### src/rtl/core/scli_pkg.sv
`default_nettype none

package scli_pkg;

    // field widths
    localparam int SAMPLE_W      = 10;
    localparam int LEVEL_W       = 8;
    localparam int OWNER_W       = 3;
    localparam int TIME_W        = 32;
    localparam int THRESH_W      = 10;
    localparam int HOLD_W        = 16;
    localparam int CFG_INDEX_W   = 2;
    localparam int CFG_DATA_W    = 16;
    localparam int SAMPLE_FIELDS = 5;

    typedef logic [SAMPLE_W-1:0] sample_t;
    typedef logic [LEVEL_W-1:0]  level_t;
    typedef logic [OWNER_W-1:0]  owner_t;

    // register indexes
    localparam logic [CFG_INDEX_W-1:0] REG_ACT_THRESHOLD = CFG_INDEX_W'(0);
    localparam logic [CFG_INDEX_W-1:0] REG_HOLD_TIME     = CFG_INDEX_W'(1);

    // item kinds
    localparam logic MODE_SCAN = 1'b0;
    localparam logic MODE_TICK = 1'b1;

    // colour map constants
    localparam sample_t MID_POINT  = SAMPLE_W'(1023 / 2);
    localparam level_t  LEVEL_MAX  = 8'd255;
    localparam level_t  BLUE_FLOOR = 8'd20;
    localparam owner_t  NO_OWNER   = 3'd5;

    // scan or fade tick
    typedef struct packed {
        logic              mode;
        sample_t           sample_0;
        sample_t           sample_1;
        sample_t           sample_2;
        sample_t           sample_3;
        sample_t           sample_4;
        logic [TIME_W-1:0] now_ms;
    } in_item_t;

    // one led update
    typedef struct packed {
        level_t red;
        level_t green;
        level_t blue;
        logic   display_on;
        owner_t active_slider;
        logic   last;
    } out_item_t;

    // outcome of one slider evaluation
    typedef struct packed {
        logic   wrote;
        owner_t owner;
        level_t red;
        level_t green;
        level_t blue;
    } eval_res_t;

endpackage

`default_nettype wire

### src/rtl/core/scli_eval.sv
`default_nettype none

module scli_eval
    import scli_pkg::*;
#(
    parameter int SLIDER_COUNT = 5
)
(
    input  sample_t               cur [SLIDER_COUNT],
    input  sample_t               prev [SLIDER_COUNT],
    input  logic [THRESH_W-1:0]   threshold,
    input  logic                  active,
    input  owner_t                owner,
    output eval_res_t             result
);

    localparam level_t BLUE_SPAN = LEVEL_MAX - BLUE_FLOOR;

    logic [SLIDER_COUNT-1:0] trig;
    logic                    found;
    owner_t                  first_idx;
    logic                    own_trig;
    owner_t                  sel;
    sample_t                 value;

    // per-slider change detection
    for (genvar g = 0; g < SLIDER_COUNT; g++)
    begin : g_trig
        sample_t diff;
        assign diff    = (cur[g] > prev[g]) ? (cur[g] - prev[g]) : (prev[g] - cur[g]);
        assign trig[g] = diff > threshold;
    end

    // lowest moving slider, or the current owner if it moved
    always_comb
    begin
        found     = 1'b0;
        first_idx = '0;
        own_trig  = 1'b0;
        for (int i = 0; i < SLIDER_COUNT; i++)
        begin
            if (trig[i] && !found)
            begin
                found     = 1'b1;
                first_idx = owner_t'(i);
            end
            if (trig[i] && (owner == owner_t'(i)))
            begin
                own_trig = 1'b1;
            end
        end
    end

    assign sel = active ? owner : first_idx;

    // sample of the winning slider
    always_comb
    begin
        value = '0;
        for (int i = 0; i < SLIDER_COUNT; i++)
        begin
            if (sel == owner_t'(i))
            begin
                value = cur[i];
            end
        end
    end

    // lower half: v*255/511, 511 = 2^9-1 so one correction step
    logic [17:0] lo_prod;
    logic [7:0]  lo_q1;
    logic [9:0]  lo_rem;
    level_t      lo_q;

    assign lo_prod = ({8'b0, value} << 8) - {8'b0, value};
    assign lo_q1   = lo_prod[16:9];
    assign lo_rem  = {1'b0, lo_prod[8:0]} + {2'b0, lo_q1};
    assign lo_q    = lo_q1 + {7'b0, (lo_rem >= 10'd511)};

    // upper half: span is 512, so division is a shift
    sample_t     hi_d;
    logic [17:0] hi_green;
    logic [16:0] hi_blue;

    assign hi_d     = value - MID_POINT;
    assign hi_green = ({8'b0, hi_d} << 8) - {8'b0, hi_d};
    assign hi_blue  = 17'(hi_d) * 17'(BLUE_SPAN);

    always_comb
    begin
        result.wrote = active ? own_trig : found;
        result.owner = sel;
        if (value < MID_POINT)
        begin
            result.red   = LEVEL_MAX - lo_q;
            result.green = lo_q;
            result.blue  = '0;
        end
        else
        begin
            result.red   = '0;
            result.green = LEVEL_MAX - hi_green[16:9];
            result.blue  = BLUE_FLOOR + hi_blue[16:9];
        end
    end

endmodule

`default_nettype wire

### src/rtl/core/slider_change_led_indicator_unit.sv
`default_nettype none
// A result passes through the input register and then the result queue before
// it is offered. One item per cycle is taken while the result queue has room;
// an item that ends a fade and lights a new colour gives two results, a dark
// frame and then the new colour, from the four-entry queue.
// Reset clears all slider and led state; threshold resets to 10, hold to 100 ms.

module slider_change_led_indicator_unit
    import scli_pkg::*;
#(
    parameter int SLIDER_COUNT = 5
)
(
    input  logic                   clk,
    input  logic                   rst_n,
    input  logic                   in_valid,
    output logic                   in_stall,
    input  in_item_t               in_data,
    output logic                   out_valid,
    input  logic                   out_stall,
    output out_item_t              out_data,
    input  logic                   cfg_valid,
    output logic                   cfg_ready,
    input  logic [CFG_INDEX_W-1:0] cfg_index,
    input  logic [CFG_DATA_W-1:0]  cfg_data
);

    localparam logic [THRESH_W-1:0]    THRESH_RESET      = THRESH_W'(10);
    localparam logic [HOLD_W-1:0]      HOLD_RESET        = HOLD_W'(100);
    localparam int                     FIFO_DEPTH        = 4;
    localparam int                     PTR_W             = $clog2(FIFO_DEPTH);
    localparam int                     CNT_W             = $clog2(FIFO_DEPTH + 1);

    // configuration
    logic [THRESH_W-1:0] threshold_reg;
    logic [HOLD_W-1:0]   hold_time_reg;

    // input register
    logic     in_full_reg;
    in_item_t in_item_reg;

    // display state
    sample_t           prev_reg [SLIDER_COUNT];
    sample_t           cur_reg [SLIDER_COUNT];
    level_t            red_reg, green_reg, blue_reg;
    logic              active_reg;
    owner_t            owner_reg;
    logic [TIME_W-1:0] hold_start_reg;
    logic              fading_reg;
    logic              pending_reg;

    // result queue
    out_item_t         fifo_reg [FIFO_DEPTH];
    logic [PTR_W-1:0]  wr_ptr_reg, rd_ptr_reg;
    logic [CNT_W-1:0]  count_reg;

    // next values
    sample_t           prev_next [SLIDER_COUNT];
    sample_t           cur_next [SLIDER_COUNT];
    level_t            red_next, green_next, blue_next;
    logic              active_next;
    owner_t            owner_next;
    logic [TIME_W-1:0] hold_start_next;
    logic              fading_next;
    logic              pending_next;
    logic [1:0]        push_cnt;
    out_item_t         res0, res1;

    logic room, fire, in_take, out_take;

    // handshakes
    assign room      = count_reg <= CNT_W'(FIFO_DEPTH - 2);
    assign fire      = in_full_reg && room;
    assign in_stall  = in_full_reg && !room;
    assign in_take   = in_valid && !in_stall;
    assign out_valid = count_reg != '0;
    assign out_data  = fifo_reg[rd_ptr_reg];
    assign out_take  = out_valid && !out_stall;
    assign cfg_ready = 1'b1;

    // samples of this scan, missing sliders read zero
    sample_t in_samples [SAMPLE_FIELDS];
    sample_t new_s [SLIDER_COUNT];

    assign in_samples[0] = in_item_reg.sample_0;
    assign in_samples[1] = in_item_reg.sample_1;
    assign in_samples[2] = in_item_reg.sample_2;
    assign in_samples[3] = in_item_reg.sample_3;
    assign in_samples[4] = in_item_reg.sample_4;

    for (genvar g = 0; g < SLIDER_COUNT; g++)
    begin : g_new
        if (g < SAMPLE_FIELDS)
        begin : g_field
            assign new_s[g] = in_samples[g];
        end
        else
        begin : g_zero
            assign new_s[g] = '0;
        end
    end

    // hold expiry and fade step
    logic              is_scan;
    logic [TIME_W-1:0] elapsed;
    logic              expired;
    logic              levels_nz;
    level_t            red_dec, green_dec, blue_dec;

    assign is_scan   = (in_item_reg.mode == MODE_SCAN);
    assign elapsed   = in_item_reg.now_ms - hold_start_reg;
    assign expired   = active_reg && (elapsed > {{(TIME_W-HOLD_W){1'b0}}, hold_time_reg});
    assign levels_nz = (red_reg != '0) || (green_reg != '0) || (blue_reg != '0);
    assign red_dec   = red_reg - {7'b0, (red_reg != '0)};
    assign green_dec = green_reg - {7'b0, (green_reg != '0)};
    assign blue_dec  = blue_reg - {7'b0, (blue_reg != '0)};

    // evaluation operands: a scan uses its fresh samples, a fade end the stored ones
    sample_t   eval_cur [SLIDER_COUNT];
    sample_t   eval_prev [SLIDER_COUNT];
    logic      eval_active;
    owner_t    eval_owner;
    eval_res_t ev;

    always_comb
    begin
        for (int i = 0; i < SLIDER_COUNT; i++)
        begin
            eval_cur[i]  = is_scan ? new_s[i] : cur_reg[i];
            eval_prev[i] = is_scan ? cur_reg[i] : prev_reg[i];
        end
        eval_active = is_scan && active_reg && !expired;
        eval_owner  = eval_active ? owner_reg : NO_OWNER;
    end

    scli_eval #(
        .SLIDER_COUNT (SLIDER_COUNT)
    ) u_eval (
        .cur       (eval_cur),
        .prev      (eval_prev),
        .threshold (threshold_reg),
        .active    (eval_active),
        .owner     (eval_owner),
        .result    (ev)
    );

    // state update and results of one item
    always_comb
    begin
        for (int i = 0; i < SLIDER_COUNT; i++)
        begin
            prev_next[i] = prev_reg[i];
            cur_next[i]  = cur_reg[i];
        end
        red_next        = red_reg;
        green_next      = green_reg;
        blue_next       = blue_reg;
        active_next     = active_reg;
        owner_next      = owner_reg;
        hold_start_next = hold_start_reg;
        fading_next     = fading_reg;
        pending_next    = pending_reg;
        push_cnt        = 2'd1;
        res1            = '0;

        if (is_scan)
        begin
            if (!fading_reg)
            begin
                for (int i = 0; i < SLIDER_COUNT; i++)
                begin
                    prev_next[i] = cur_reg[i];
                    cur_next[i]  = new_s[i];
                end
                if (expired && levels_nz)
                begin
                    fading_next  = 1'b1;
                    pending_next = 1'b1;
                end
                else
                begin
                    if (expired)
                    begin
                        red_next    = '0;
                        green_next  = '0;
                        blue_next   = '0;
                        active_next = 1'b0;
                        owner_next  = NO_OWNER;
                        fading_next = 1'b0;
                    end
                    if (ev.wrote)
                    begin
                        red_next        = ev.red;
                        green_next      = ev.green;
                        blue_next       = ev.blue;
                        active_next     = 1'b1;
                        owner_next      = ev.owner;
                        hold_start_next = in_item_reg.now_ms;
                    end
                end
            end
        end
        else if (fading_reg)
        begin
            red_next   = red_dec;
            green_next = green_dec;
            blue_next  = blue_dec;
            if ((red_dec == '0) && (green_dec == '0) && (blue_dec == '0))
            begin
                active_next  = 1'b0;
                owner_next   = NO_OWNER;
                fading_next  = 1'b0;
                pending_next = 1'b0;
                if (pending_reg && ev.wrote)
                begin
                    red_next        = ev.red;
                    green_next      = ev.green;
                    blue_next       = ev.blue;
                    active_next     = 1'b1;
                    owner_next      = ev.owner;
                    hold_start_next = in_item_reg.now_ms;
                    push_cnt        = 2'd2;
                end
            end
        end

        // the dark frame leads when a fade ends in a new colour
        if (push_cnt == 2'd2)
        begin
            res0.red           = '0;
            res0.green         = '0;
            res0.blue          = '0;
            res0.display_on    = 1'b0;
            res0.active_slider = NO_OWNER;
            res0.last          = 1'b0;
        end
        else
        begin
            res0.red           = red_next;
            res0.green         = green_next;
            res0.blue          = blue_next;
            res0.display_on    = active_next;
            res0.active_slider = owner_next;
            res0.last          = 1'b1;
        end
        res1.red           = red_next;
        res1.green         = green_next;
        res1.blue          = blue_next;
        res1.display_on    = active_next;
        res1.active_slider = owner_next;
        res1.last          = 1'b1;
    end

    // control and state registers
    always_ff @(posedge clk or negedge rst_n)
    begin
        if (!rst_n)
        begin
            threshold_reg  <= THRESH_RESET;
            hold_time_reg  <= HOLD_RESET;
            in_full_reg    <= 1'b0;
            for (int i = 0; i < SLIDER_COUNT; i++)
            begin
                prev_reg[i] <= '0;
                cur_reg[i]  <= '0;
            end
            red_reg        <= '0;
            green_reg      <= '0;
            blue_reg       <= '0;
            active_reg     <= 1'b0;
            owner_reg      <= NO_OWNER;
            hold_start_reg <= '0;
            fading_reg     <= 1'b0;
            pending_reg    <= 1'b0;
            wr_ptr_reg     <= '0;
            rd_ptr_reg     <= '0;
            count_reg      <= '0;
        end
        else
        begin
            // register writes
            if (cfg_valid)
            begin
                unique case (cfg_index)
                    REG_ACT_THRESHOLD: threshold_reg <= cfg_data[THRESH_W-1:0];
                    REG_HOLD_TIME:     hold_time_reg <= cfg_data[HOLD_W-1:0];
                    default:           ;
                endcase
            end

            // input stage occupancy
            if (in_take)
            begin
                in_full_reg <= 1'b1;
            end
            else if (fire)
            begin
                in_full_reg <= 1'b0;
            end

            // commit one item
            if (fire)
            begin
                for (int i = 0; i < SLIDER_COUNT; i++)
                begin
                    prev_reg[i] <= prev_next[i];
                    cur_reg[i]  <= cur_next[i];
                end
                red_reg        <= red_next;
                green_reg      <= green_next;
                blue_reg       <= blue_next;
                active_reg     <= active_next;
                owner_reg      <= owner_next;
                hold_start_reg <= hold_start_next;
                fading_reg     <= fading_next;
                pending_reg    <= pending_next;
                wr_ptr_reg     <= wr_ptr_reg + PTR_W'(push_cnt);
            end

            // queue pointers
            if (out_take)
            begin
                rd_ptr_reg <= rd_ptr_reg + PTR_W'(1);
            end
            count_reg <= count_reg + (fire ? CNT_W'(push_cnt) : CNT_W'(0))
                                   - (out_take ? CNT_W'(1) : CNT_W'(0));
        end
    end

    // payload registers
    always_ff @(posedge clk)
    begin
        if (in_take)
        begin
            in_item_reg <= in_data;
        end
        if (fire)
        begin
            fifo_reg[wr_ptr_reg] <= res0;
            if (push_cnt == 2'd2)
            begin
                fifo_reg[wr_ptr_reg + PTR_W'(1)] <= res1;
            end
        end
    end

endmodule

`default_nettype wire

### config.mk
export PLATFORM = sky130hd
export DESIGN_NAME = slider_change_led_indicator_unit
export DESIGN_NICKNAME = d
export VERILOG_FILES = /design/src/rtl/core/scli_pkg.sv /design/src/rtl/core/scli_eval.sv /design/src/rtl/core/slider_change_led_indicator_unit.sv
export SDC_FILE = /design/constraint.sdc
export NUM_CORES = 1
export LEC_CHECK = 0
export CORE_MARGIN = 5
export CORE_UTILIZATION = 59
export CTS_CLUSTER_SIZE = 28
export DETAILED_ROUTE_END_ITERATION = 8
export DONT_BUFFER_PORTS = 1
export PLACE_DENSITY = 0.78
export SETUP_SLACK_MARGIN = 0.3
export SYNTH_ARGS = -nofsm -noshare
export SYNTH_HDL_FRONTEND = slang
export SYNTH_HIERARCHICAL = 1
export SYNTH_SLANG_ARGS = --single-unit
### constraint.sdc
create_clock -name clk -period 11.6 [get_ports clk]
set_input_delay 1.16 -clock clk [delete_from_list [all_inputs] [get_ports clk]]
set_output_delay 1.16 -clock clk [all_outputs]
set_load 0.02 [all_outputs]
Word level (Yosys, flattened, before mapping)
Memory sizes are Yosys's and may differ from the RTL's.
Index checks and enable logic that the tools add are counted.

storage, ports and cells
  register bits after elaboration = 279
  bits in writable memories = 116
  input bits = 106
  output and inout bits = 32
  word-level logic and storage cells = 248
  memories = 1

operators by class
  add/sub/neg operators = 27
  multiply operators = 1
  $lt $le $gt $ge = 14
  equal/unequal tests = 15
  multiplexer cells = 109
  bitwise gates (word level) = 2
  reductions and logical operators = 48

memories
  memory    depth  bits a word  rd ports  clocked after memory_dff  wr ports  RTL line                                source
  fifo_reg  4      29           1         0                         2         slider_change_led_indicator_unit.sv:53  out_item_t fifo_reg [FIFO_DEPTH];

operators with widths
  cell                                                                count
  2-to-1 mux 32 bit                                                   7
  2-to-1 mux 10 bit                                                   20
  2-to-1 mux 8 bit                                                    24
  > comparator 10 bit                                                 10
  subtractor 10 bit                                                   10
  2-to-1 mux 1 bit                                                    38
  subtractor 17 x 10 -> 17 bit                                        2
  2-to-1 mux 3 bit                                                    11
  > comparator 32 x 16 -> 1 bit                                       1
  subtractor 32 bit                                                   1
  2-to-1 mux 29 bit                                                   1
  zero test 8 bit                                                     3
  2-to-1 mux 24 bit                                                   1
  nonzero test 8 bit                                                  3
  subtractor 8 x 1 -> 8 bit                                           3
  logical AND 1 bit                                                   20
  multiplier 10 x 8 -> 17 bit, second input constant                  1
  subtractor 8 bit, first input constant                              2
  2-to-1 mux 2 bit                                                    7
  equality test 3 x 2 -> 1 bit, second input constant                 4
  adder 9 x 8 -> 10 bit                                               1
  greater-or-equal comparator 10 x 9 -> 1 bit, second input constant  1
  < comparator 10 x 9 -> 1 bit, second input constant                 1
  subtractor 10 x 9 -> 10 bit, second input constant                  1
  24 further kinds                                                    43

Longest topological paths before layout
  depth in word-level cells = 35
  depth in mapped cells = 67
  gate-level depth less buffers = 61

Hierarchy
The synthesis kept the hierarchy.

by module, submodules not included
  module                            times used  cells an instance  area each (µm²)
  slider_change_led_indicator_unit  1           1877               21719.6
  scli_eval                         1           1213               9297.7

Worst setup path before layout
Ideal clock, no wire load.

  kind = register to register
  from = reg in_item_reg[82] in the netlist's numbering
  to = mem fifo_reg[0][11] in the netlist's numbering, data pin
  setup time = 0.274 ns
  data arrival time = 12.315 ns
  required time = 11.326 ns
  path slack = -0.989 ns
  stages on the path, launching flop included = 60
  clock period less this slack = 12.589 ns
  path through = edfxtp_1 clkbuf_1 clkbuf_1 buf_1 mux2_2 inv_1 ha_1 inv_1 fa_1 a21oi_1 o21bai_1 a21o_1 a21oi_1 o21bai_1 a21o_1 a21o_1 a21o_1 nand2_1 [24 not listed] ha_1 a21o_1 a21o_1 a21oi_1 nor2_1 o21a_1 nor2_1 xnor2_1 ha_1 nor2_1 o32a_1 o22ai_1 xor2_1 nor2_1 inv_1 nor2_1 a211oi_1 nor3_1

RTL lines
  item                      RTL line                                 source
  start: declaration        slider_change_led_indicator_unit.sv:40   in_item_t in_item_reg;
  start signal: assignment  slider_change_led_indicator_unit.sv:335  in_item_reg <= in_data;
  end: declaration          slider_change_led_indicator_unit.sv:53

==> results.md <==
- Top_reg_cell synth: edfxtp_1
- Die Y: ~240 microns
- Clock root buffer: clkbuf_16
- Global-route wire length before repair: 140000 microns
- Initial antenna violation count: 4
- Synth area leader: edfxtp_1
- Synthesized area: 31000 sq um
- Register clock-pin slew on the reported worst setup and hold paths: around 0.06 ns
- CTS buffer count: 45
- Die Area: around 57000 sq um
- RSZ-0062 raised after global routing: true
- Count leader, synth: inv_1
- H-tree levels: 2
- Syn nets: approximately 3500
- Max_slew headroom: under 10%
- Final setup margin: -0.277 ns
- Clock latency on the worst-skew pair: between 0.5 and 0.6 ns
- Max Clk Rate: between 0.08 and 0.09 GHz
- CTS tree: yes
- Crit path DAT: between 10 and 15 ns
- Gr usage total: between 30 and 40%
- Largest net degree at the start of global routing: 197
- Grt total ovfl: 0
- Largest register FFs: around 120
- CP endpoint kind: flop
- Core Region: between 50000 and 60000 sq um
- Critical path class: flop to flop
- Rows: 84
- IO buf count: 0
- WP data required: about 12 ns
- Worst Skew: approximately 0.025 ns
- DP Wirelength: between 60000 and 70000 microns
- Slowest-stage cell, CP: fa_1
- Max-slew violations: 0
- Mapped Cells: around 3100
- Layout cells sized above 1: between 30% and 40%
- HP Class: primary input to async pin
- Sequential-to-total area share from yosys stat: a little over a third
- Chip width: approximately 240 microns
- Nets: 3785
- Synth Register Bits: 395
- Number of DRC markers in iteration 0: between 2000 and 2500
- Max cap viols: 0
- Initial Util: 59.3%
- Post-synth EDFFs: around 200
- Setup violators final: 15
- Via count: ~26000
- Post-synth top cells: 294 x inv_1, 271 x ha_1, 246 x mux2_2
- Final min period: ~12 ns
- # IOs: between 100 and 150
- Vias in the first global route: roughly 26000
- Yosys top cell area share: a little under a fifth
- Max incr delay on CP: 0.57 ns
- CTS sink cnt: 395
- Total Wirelength: approximately 90000 microns
- Drt pass-1 iters: 7
- Avg Cell Area, Syn: roughly 10 sq um
- Yosys warnings: 6
- Fin crit share: 102%
- Synth cell types: approximately 110
- Post-synth ARST share: 49.6%
- Layout area overhead: 21.2%
- Total Negative Setup Slacks: -2.52 ns
- Clk buf depth: 3
- Worst Path Max Fanout: 4
- GP Congestion: 0.967
- ANT nets after route: 0
- Synth area leaders: edfxtp_1 19%, dfrtp_1 15%, ha_1 11%
- Final hold vios: 0
- Failing checks: negative setup slack
- Status: complete, but fails checks
- Worst-Margin Slew: 1.44 ns
- CP Launch Type: flop
- Drc violations: 0
- Vias per inst: approximately 6.3
- Routed length per instance: 22.0 microns
- Post-CTS Hold Fix Bufs: 0
kinds of logic after synthesis:
group                      Yosys count  synth area share [%]
muxes                              348                  14.0
AOI/OAI and AO/OA                  695                  15.8
buffers and inverters              448                  5.70
DFF                                395                  35.0
xor gates and xnor gates           109                  3.15
and+or+nand+nor                    784                  12.9
adders and majority gates          310                  13.4
other                                1                0.0121
layout make-up:
type                       count  area [sq um]
multi-input combinational   2247         20200
fill                        3645         14800
sequential                   395         10900
timing repair buffer         380          3090
clock buffer                  65          1250
inverter                     300          1140
tap                          688           861
clock inverter                18           220
antenna                        3          7.51
critical path, delay by kind of cell (launching register included):
family	cells	cell delay (ns)
AND/OR/NAND/NOR	17	2.72
XOR/XNOR	4	0.75
buffers and inverters	10	1.13
AO/OA/AOI/OAI	17	3.20
adder cells (fa/ha/maj)	9	3.36
flip-flops	1	0.38
timing repair:
item | 4_1_cts | 5_1_grt
gates resized for setup | 104 | 261
setup buffers | 35 | 38
setup endpoints to repair | 110 | 119
pin swaps | 60 | 85
gates cloned | 0 | 1
final timing paths:
kind / startpoint / to / slack [ns] / cells past startpoint
max reg2reg: in_item_reg[0] / fifo_reg[1][11] / -0.28 / 57
max: in_item_reg[0] / fifo_reg[1][11] / -0.28 / 57
max in group asynchronous: rst_n / prev_reg[1] / 10.94 / 0
min in group clk: prev_reg[46] / prev_reg[46] / 0.50 / 1
min: rst_n / cur_reg[35] / 0.29 / 0
min reg2reg: prev_reg[46] / prev_reg[46] / 0.50 / 1
routing by layer:
metal / wire, microns / GRT usage (%) / up-vias / part of all wire [%]
met3: 5960 / 4.84 / 272 / 6.6
met4: 4050 / 12.4 / 2 / 4.5
met2: 44400 / 52.1 / 1088 / 49
li1: - / - / 11900 / -
met5: 9 / 0 / - / 0.010
met1: 35500 / 38.0 / 12500 / 39
metrics by stage:
stage	hold WS, ns	setup slack [ns]	std cells	instance area, sq um	util (%)
2_1_floorplan	0.450	0.300	3090	31400	-
5_1_grt	0.259	-0.760	4096	37600	71.8
6_report	0.290	-0.277	4096	37600	71.8
4_1_cts	0.255	-0.128	4054	36100	69.0
3_3_place_gp	0.463	-0.443	3936	33900	64.8
3_5_place_dp	0.491	-0.647	3936	33900	64.8
placed cells by master, fill, tap and decap left out, types with 27 or more instances in the layout:
cell       Yosys  layout
a21oi_1      145     114
xor2_1        31      28
fa_1          39      33
nand3_1       45      42
o21ai_0       97      73
and2_1        53      33
o211ai_1      34      34
buf_4          3     345
clkbuf_16      0      47
nand4_1       46      46
mux2i_1       41      29
nor2_1       157     130
nor3_2         4      34
o21ai_1       14      28
inv_1        294     276
o21bai_1      29      27
mux2_2       246     241
mux4_2        31      31
mux2_4        30      35
edfxtp_1     195     195
xnor2_1       76      66
a31oi_1       46      41
ha_1         271     254
dfrtp_1      189     188
nor3_1       132      97
nand2_1      179     169
a21o_1        66      65
Power is not shown: default switching activity piles up to over one toggle a cycle in this logic, so the estimate is an artifact.
